## src/rtl/brtd_pkg.sv

```systemverilog
`timescale 1ns / 1ps

package brtd_pkg;

  // Parser modes. Codes above MODE_STRING are never entered.
  typedef enum logic [2:0] {
    MODE_HEADER = 3'd0,
    MODE_POS    = 3'd1,
    MODE_NEG    = 3'd2,
    MODE_FLOAT  = 3'd3,
    MODE_STRLEN = 3'd4,
    MODE_STRING = 3'd5
  } mode_t;

  typedef enum logic [2:0] {
    KIND_INT       = 3'd0,
    KIND_SINGLE    = 3'd1,
    KIND_DOUBLE    = 3'd2,
    KIND_STR_BYTE  = 3'd3,
    KIND_STR_EMPTY = 3'd4
  } kind_t;

  // Type codes in bits 7:6 of a header byte.
  localparam logic [1:0] HDR_POS_INT = 2'd0;
  localparam logic [1:0] HDR_NEG_INT = 2'd1;
  localparam logic [1:0] HDR_FLOAT   = 2'd2;
  localparam logic [1:0] HDR_STRING  = 2'd3;

  localparam int CountWidth = 13;
  localparam logic [CountWidth-1:0] CountMax = '1;
  localparam logic [CountWidth-1:0] SingleLen = 13'd4;
  localparam logic [CountWidth-1:0] DoubleLen = 13'd8;

  typedef struct packed {
    kind_t        kind;
    logic [31:0]  int_value;
    logic [63:0]  float_bits;
    logic         use_exponent;
    logic [3:0]   decimal_places;
    logic [7:0]   string_byte;
    logic         last_of_string;
  } token_t;

endpackage

```

## src/rtl/brtd_core.sv

```systemverilog
`timescale 1ns / 1ps

module brtd_core (
  input  logic              clk,
  input  logic              rst,
  input  logic              step,
  input  logic [7:0]        in_byte,
  output logic              emit,
  output brtd_pkg::token_t  token
);

  brtd_pkg::mode_t mode, mode_next;
  logic [31:0] int_accum, int_accum_next;
  logic [12:0] byte_count, byte_count_next;
  logic [12:0] expected_length, expected_length_next;
  logic [63:0] float_accum, float_accum_next;
  logic        float_is_double, float_is_double_next;
  logic        exp_flag, exp_flag_next;
  logic [3:0]  places_count, places_count_next;

  logic [1:0]  hdr_type;
  logic        hdr_cont;
  logic [4:0]  hdr_data;
  logic [31:0] hdr_neg;
  logic [31:0] group_word;
  logic [31:0] int_grouped;
  logic [31:0] int_done;
  logic [12:0] count_sat;
  logic [12:0] count_inc;
  logic [63:0] float_merged;

  assign hdr_type = in_byte[7:6];
  assign hdr_cont = in_byte[5];
  assign hdr_data = in_byte[4:0];
  assign hdr_neg  = 32'd0 - {27'b0, hdr_data};

  // Continuation group k lands at bit 5 + 7k; bits beyond 31 fall off.
  always_comb begin
    case (byte_count[1:0])
      2'd0:    group_word = {20'b0, in_byte[6:0], 5'b0};
      2'd1:    group_word = {13'b0, in_byte[6:0], 12'b0};
      2'd2:    group_word = {6'b0, in_byte[6:0], 19'b0};
      default: group_word = {in_byte[5:0], 26'b0};
    endcase
  end

  assign int_grouped = (byte_count[12:2] == '0) ? (int_accum | group_word) : int_accum;
  assign int_done    = (mode == brtd_pkg::MODE_NEG) ? (32'd0 - int_grouped) : int_grouped;
  assign count_inc   = byte_count + 13'd1;
  assign count_sat   = (byte_count == brtd_pkg::CountMax) ? byte_count : count_inc;
  assign float_merged = float_accum | ({56'b0, in_byte} << {byte_count[2:0], 3'b0});

  always_comb begin
    mode_next            = mode;
    int_accum_next       = int_accum;
    byte_count_next      = byte_count;
    expected_length_next = expected_length;
    float_accum_next     = float_accum;
    float_is_double_next = float_is_double;
    exp_flag_next        = exp_flag;
    places_count_next    = places_count;
    case (mode)
      brtd_pkg::MODE_POS, brtd_pkg::MODE_NEG: begin
        byte_count_next = count_sat;
        int_accum_next  = int_grouped;
        if (!in_byte[7]) begin
          int_accum_next = int_done;
          mode_next      = brtd_pkg::MODE_HEADER;
        end
      end
      brtd_pkg::MODE_FLOAT: begin
        float_accum_next = float_merged;
        byte_count_next  = count_inc;
        if (count_inc == expected_length) begin
          mode_next = brtd_pkg::MODE_HEADER;
        end
      end
      brtd_pkg::MODE_STRLEN: begin
        expected_length_next = expected_length | {in_byte, 5'b0};
        mode_next            = brtd_pkg::MODE_STRING;
      end
      brtd_pkg::MODE_STRING: begin
        byte_count_next = count_inc;
        if (count_inc == expected_length) begin
          mode_next = brtd_pkg::MODE_HEADER;
        end
      end
      default: begin
        // Header byte; unused mode codes also land here.
        mode_next       = brtd_pkg::MODE_HEADER;
        byte_count_next = '0;
        case (hdr_type)
          brtd_pkg::HDR_POS_INT: begin
            int_accum_next = {27'b0, hdr_data};
            if (hdr_cont) begin
              mode_next = brtd_pkg::MODE_POS;
            end
          end
          brtd_pkg::HDR_NEG_INT: begin
            int_accum_next = {27'b0, hdr_data};
            if (hdr_cont) begin
              mode_next = brtd_pkg::MODE_NEG;
            end else begin
              int_accum_next = hdr_neg;
            end
          end
          brtd_pkg::HDR_FLOAT: begin
            float_accum_next     = '0;
            float_is_double_next = hdr_cont;
            expected_length_next = hdr_cont ? brtd_pkg::DoubleLen : brtd_pkg::SingleLen;
            exp_flag_next        = hdr_data[4];
            places_count_next    = hdr_data[3:0];
            mode_next            = brtd_pkg::MODE_FLOAT;
          end
          default: begin
            expected_length_next = {8'b0, hdr_data};
            if (hdr_data != 5'd0) begin
              mode_next = hdr_cont ? brtd_pkg::MODE_STRLEN : brtd_pkg::MODE_STRING;
            end
          end
        endcase
      end
    endcase
  end

  always_comb begin
    emit       = 1'b0;
    token      = '0;
    token.kind = brtd_pkg::KIND_INT;
    case (mode)
      brtd_pkg::MODE_POS, brtd_pkg::MODE_NEG: begin
        if (!in_byte[7]) begin
          emit            = 1'b1;
          token.int_value = int_done;
        end
      end
      brtd_pkg::MODE_FLOAT: begin
        if (count_inc == expected_length) begin
          emit                 = 1'b1;
          token.kind           = float_is_double ? brtd_pkg::KIND_DOUBLE
                                                 : brtd_pkg::KIND_SINGLE;
          token.float_bits     = float_is_double ? float_merged
                                                 : {32'b0, float_merged[31:0]};
          token.use_exponent   = exp_flag;
          token.decimal_places = places_count;
        end
      end
      brtd_pkg::MODE_STRLEN: begin
        // The length extension byte makes no token.
      end
      brtd_pkg::MODE_STRING: begin
        emit              = 1'b1;
        token.kind        = brtd_pkg::KIND_STR_BYTE;
        token.string_byte = in_byte;
        if (count_inc == expected_length) begin
          token.last_of_string = 1'b1;
        end
      end
      default: begin
        case (hdr_type)
          brtd_pkg::HDR_POS_INT: begin
            if (!hdr_cont) begin
              emit            = 1'b1;
              token.int_value = {27'b0, hdr_data};
            end
          end
          brtd_pkg::HDR_NEG_INT: begin
            if (!hdr_cont) begin
              emit            = 1'b1;
              token.int_value = hdr_neg;
            end
          end
          brtd_pkg::HDR_FLOAT: begin
            // A float header only sets up the payload bytes.
          end
          default: begin
            // An empty string reads no extension byte even with continue set.
            if (hdr_data == 5'd0) begin
              emit       = 1'b1;
              token.kind = brtd_pkg::KIND_STR_EMPTY;
            end
          end
        endcase
      end
    endcase
  end

  always_ff @(posedge clk) begin
    if (rst) begin
      mode            <= brtd_pkg::MODE_HEADER;
      int_accum       <= '0;
      byte_count      <= '0;
      expected_length <= '0;
      float_accum     <= '0;
      float_is_double <= 1'b0;
      exp_flag        <= 1'b0;
      places_count    <= '0;
    end else if (step) begin
      mode            <= mode_next;
      int_accum       <= int_accum_next;
      byte_count      <= byte_count_next;
      expected_length <= expected_length_next;
      float_accum     <= float_accum_next;
      float_is_double <= float_is_double_next;
      exp_flag        <= exp_flag_next;
      places_count    <= places_count_next;
    end
  end

endmodule

```

## src/rtl/binary_record_token_decoder.sv

```systemverilog
`timescale 1ns / 1ps

// Channel | Handshake             | Payload
// input   | in_valid / in_ready   | in_byte
// output  | out_valid / out_ready | token_kind, int_value, float_bits, use_exponent,
//         |                       | decimal_places, string_byte, last_of_string
//
// One byte is taken every clock cycle while the output is not stalled; the
// parser state update is combinational logic between the input register and
// the token register, which takes a token as the byte completing it moves on.
// Synchronous reset returns the parser to header mode and empties both registers.
// A stalled output holds the token; the input register still accepts a byte
// in the same cycle that its own byte moves on.

module binary_record_token_decoder (
  input  logic               clk,
  input  logic               rst,
  input  logic               in_valid,
  output logic               in_ready,
  input  logic [7:0]         in_byte,
  output logic               out_valid,
  input  logic               out_ready,
  output logic [2:0]         token_kind,
  output logic signed [31:0] int_value,
  output logic [63:0]        float_bits,
  output logic               use_exponent,
  output logic [3:0]         decimal_places,
  output logic [7:0]         string_byte,
  output logic               last_of_string
);

  logic             stage_valid;
  logic [7:0]       stage_byte;
  logic             advance;
  logic             emit;
  brtd_pkg::token_t token;
  brtd_pkg::token_t out_token;

  assign advance  = stage_valid && (!out_valid || out_ready);
  assign in_ready = !stage_valid || advance;

  always_ff @(posedge clk) begin
    if (rst) begin
      stage_valid <= 1'b0;
    end else if (in_ready) begin
      stage_valid <= in_valid;
    end
  end

  always_ff @(posedge clk) begin
    if (in_valid && in_ready) begin
      stage_byte <= in_byte;
    end
  end

  brtd_core u_core (
    .clk     (clk),
    .rst     (rst),
    .step    (advance),
    .in_byte (stage_byte),
    .emit    (emit),
    .token   (token)
  );

  always_ff @(posedge clk) begin
    if (rst) begin
      out_valid <= 1'b0;
    end else if (advance && emit) begin
      out_valid <= 1'b1;
    end else if (out_ready) begin
      out_valid <= 1'b0;
    end
  end

  always_ff @(posedge clk) begin
    if (advance && emit) begin
      out_token <= token;
    end
  end

  assign token_kind     = out_token.kind;
  assign int_value      = out_token.int_value;
  assign float_bits     = out_token.float_bits;
  assign use_exponent   = out_token.use_exponent;
  assign decimal_places = out_token.decimal_places;
  assign string_byte    = out_token.string_byte;
  assign last_of_string = out_token.last_of_string;

  // A held byte is never overwritten by a new transfer.
  assert property (@(posedge clk) disable iff (rst)
    stage_valid && !advance |=> stage_valid && $stable(stage_byte))
    else $error("input register lost a byte");

  // A stalled token is never replaced.
  assert property (@(posedge clk) disable iff (rst)
    out_valid && !out_ready |=> out_valid && $stable(out_token))
    else $error("token register overwritten while stalled");

  assert property (@(posedge clk) disable iff (rst)
    out_valid && last_of_string |-> token_kind == brtd_pkg::KIND_STR_BYTE)
    else $error("end of string marked on a non-string token");

  assert property (@(posedge clk) disable iff (rst)
    out_valid && token_kind == brtd_pkg::KIND_SINGLE |-> float_bits[63:32] == 32'd0)
    else $error("single float carries upper bits");

endmodule
```

## config.mk

```make
export PLATFORM = sky130hd
export DESIGN_NAME = binary_record_token_decoder
export DESIGN_NICKNAME = d
export VERILOG_FILES = /design/src/rtl/brtd_pkg.sv /design/src/rtl/brtd_core.sv /design/src/rtl/binary_record_token_decoder.sv
export SDC_FILE = /design/constraint.sdc
export NUM_CORES = 1
export LEC_CHECK = 0
export BUFFER_PORTS_ARGS = -buffer_cell sky130_fd_sc_hd__buf_2
export CAP_MARGIN = 20
export CORE_UTILIZATION = 35
export CTS_CLUSTER_DIAMETER = 200
export DETAILED_ROUTE_END_ITERATION = 6
export GPL_TIMING_DRIVEN = 0
export SLEW_MARGIN = 20
export SYNTH_ARGS = -nofsm -noshare
export SYNTH_HDL_FRONTEND = slang
export SYNTH_SLANG_ARGS = --single-unit
```

## constraint.sdc

```tcl
create_clock -name clk -period 33.8 [get_ports clk]
set_input_delay 6.76 -clock clk [delete_from_list [all_inputs] [get_ports clk]]
set_output_delay 6.76 -clock clk [all_outputs]
set_load 0.01 [all_outputs]
```

==> impl_metrics.ini <==
[timing]
worst_slack_ns = 19.82
finalSetupViolations = 0
rsz0062_at_grt = false
fin_hold_ws_ns = 0.465
final-hold-violation-count = 0
timing.slew.headroom = 0.290
timing.fmax_ghz = 0.0715
setup-tns-final_ns = 0
report.final.slew_viol_count = 0
period_needed_ns = 13.98
fin_worst_skew_ns = 0.0284
worstMarginPinSlew_ns = 1.06
min_period_over_period = 0.414

[placement]
pre_cts_slack_ns = 19.82
dp_hpwl_microns = 27700
place_congestion = 0.965
port_buffers = 126

[worst_setup_path]
critPathRequiredTime_ns = 27.04
timing_worst_setup_path_type = in -> out
crit_arrival_ns = 7.22
worst-path-max-fanout = 2
critPathCaptureType = output port
startpoint_type = input pin

[run_status]
outcome = finished, final reports clean

[cells_and_area]
fillers = 3357
nets = 1523
layout_commonest_cell = nor2_1
final_cell_mix = 247 x nor2_1, 213 x a21oi_1, 143 x buf_2, 133 x dfxtp_1, 121 x edfxtp_1
layout-drive-gt1-share = 0.146
area_delta_synth_final_pct = 18.4

[die]
dieArea_sq_mm = 0.0355
die_y_microns = 188
ios = 127
initial_core_util = 0.359
rows = 67
die_w_microns = 188
core_sq_mm = 0.0339

[yosys]
synth_flop_cell = dfxtp_1
synth_seq_cells = 254
avgSynthCellArea_sq_um = 9.10
synth_area_sq_mm = 0.0121
synth_nets = 1355
synth-seq-area-share = 0.518
synthCells = 1335
synth_cell_type_count = 66
yosys_warnings = 0
synth-async-reset-ratio = 0
synth_edf_count = 121

[route]
antenna_left = 0
firstDrtPassIters = 5
drc_errors = 0
route.final.wire_length_microns = 38300
vias = 10900
wl_per_cell_microns = 19.4
vias_per_cell = 5.50
drt-initial-drc-count = 995

[clocking]
cts_buffers = 28
clock_path_buffers = 3
cts_sinks = 254
cts_resized = 0
post_cts_buffers = 0
insertion_delay_ns = 0.56
cts_tree = done
holdBufCountCts = 0
cts_root_buf = clkbuf_16
clkTransAtPathRegs_ns = 0.06
h-tree-depth = 1

[global_routing]
gr-total-overflow = 0
grt_use_total = 0.212
antenna_found_initial = 1
grt_pass1_wl_microns = 58500
grt_pass1_vias = 10100
grt_max_degree = 15

[pwr]
peakVddDrop_v = 0.0000364
power.leakage_uw = 0.00517
power_density_mw_per_mm2 = 54.5

[run]
maxCapViolCount = 0

[worst_hold_path]
hold_class = reg -> reg
==> through the flow <==
stage               instances   util  cell area (sq um)  power [uW]
floorplan                1335      -              12100         438
global placement         1909  0.394              13300         482
detailed placement       1921  0.398              13500         480
CTS                      1973  0.425              14400         787
global route             1973  0.425              14400         811
finish                   1974  0.425              14400         784
==> kinds of logic (layout without fill, tap and decap cells) <==
kind of cell / count (synthesis) / count (layout) / share of synthesized area
and+or+nand+nor: 500 / 500 / 0.201
AOI/OAI and AO/OA: 380 / 380 / 0.180
DFF: 254 / 254 / 0.518
buffers and inverters: 122 / 312 / 0.0401
xor gates and xnor gates: 55 / 55 / 0.0397
muxes: 16 / 16 / 0.0132
adders and majority gates: 8 / 8 / 0.00824
other: 0 / 1 / 0
==> state kept, by name (all words and copies together), names as in the netlist, 8 cells and up <==
register	flops
string_byte	8
stage_byte	8
u_core.int_accum	32
int_value	32
u_core.float_accum	64
float_bits	64
u_core.byte_count	13
u_core.expected_length	13
==> worst paths after layout <==
kind                            endpoint  slack, ns                   start  cells past startpoint
hold reg to reg   u_core.float_accum[35]       0.46  u_core.float_accum[35]                      2
setup / recovery                in_ready      19.82               out_ready                      4
hold / removal    u_core.float_accum[35]       0.46  u_core.float_accum[35]                      2
setup reg to reg           float_bits[2]      29.26    u_core.byte_count[0]                     15
==> cell type report <==
type	count	area (sq um)	share of cell area
multi-input combinational	959	5380	0.374
timing repair buffer	138	739	0.0514
inverter	17	63.8	0.00444
buffer	105	423	0.0294
sequential	254	6300	0.438
clock buffer	33	729	0.0507
tap	448	561	0.0390
antenna	1	2.50	0.000174
clock inverter	19	190	0.0132
==> cells in the mapped netlist, types with 4 or more instances <==
library cell  instances  share of area
a21oi_1             213          0.088
nand2b_1              6         0.0031
mux2i_1              16          0.013
or2_2                 5         0.0026
and3_1               16         0.0082
o21ai_1               9         0.0037
a311oi_1              5         0.0036
and4_1                6         0.0043
a31oi_1              19         0.0098
inv_1                17         0.0053
dfxtp_1             133           0.22
nor4_1                9         0.0046
and2_1               14         0.0072
o21ai_0              63          0.026
o211ai_1              7         0.0043
nor2b_1              12         0.0062
or4_1                 4         0.0025
ha_1                  8         0.0082
xnor2_1              30          0.022
o22ai_1               6         0.0031
xor2_1               25          0.018
nand4b_1              4         0.0029
a211o_1               4         0.0029
nand3b_1              9         0.0056
buf_2                17         0.0070
nand3_1              27          0.011
edfxtp_1            121           0.30
nand4_1              14         0.0072
nor3_1               41          0.017
or3_1                16         0.0082
nand2_1              51          0.016
buf_1                13         0.0040
clkbuf_1             74          0.023
o31ai_1               5         0.0031
a211oi_1             14         0.0087
nor2_1              247          0.076
==> power by group <==
group / switching, uW / internal [uW] / leakage (uW)
Sequential: 9.39 / 344 / 0.00220
Combinational: 84.6 / 38.8 / 0.00253
Clock: 130 / 178 / 0.000443
Total: 224 / 560 / 0.00517
==> per-layer routing <==
metal	global-route usage	wire (microns)	up-vias
li1	-	-	5134
met3	0.0315	2890	65
met2	0.321	16700	461
met1	0.310	17700	5192
met5	0	0	-
met4	0.0639	1000	0
==> critical path, stage by stage <==
cell     delay [ns]
buf_2          0.10
nor2b_1        0.13
nand2_1        0.08
buf_2          0.15
(Power assumes the default switching activity.)
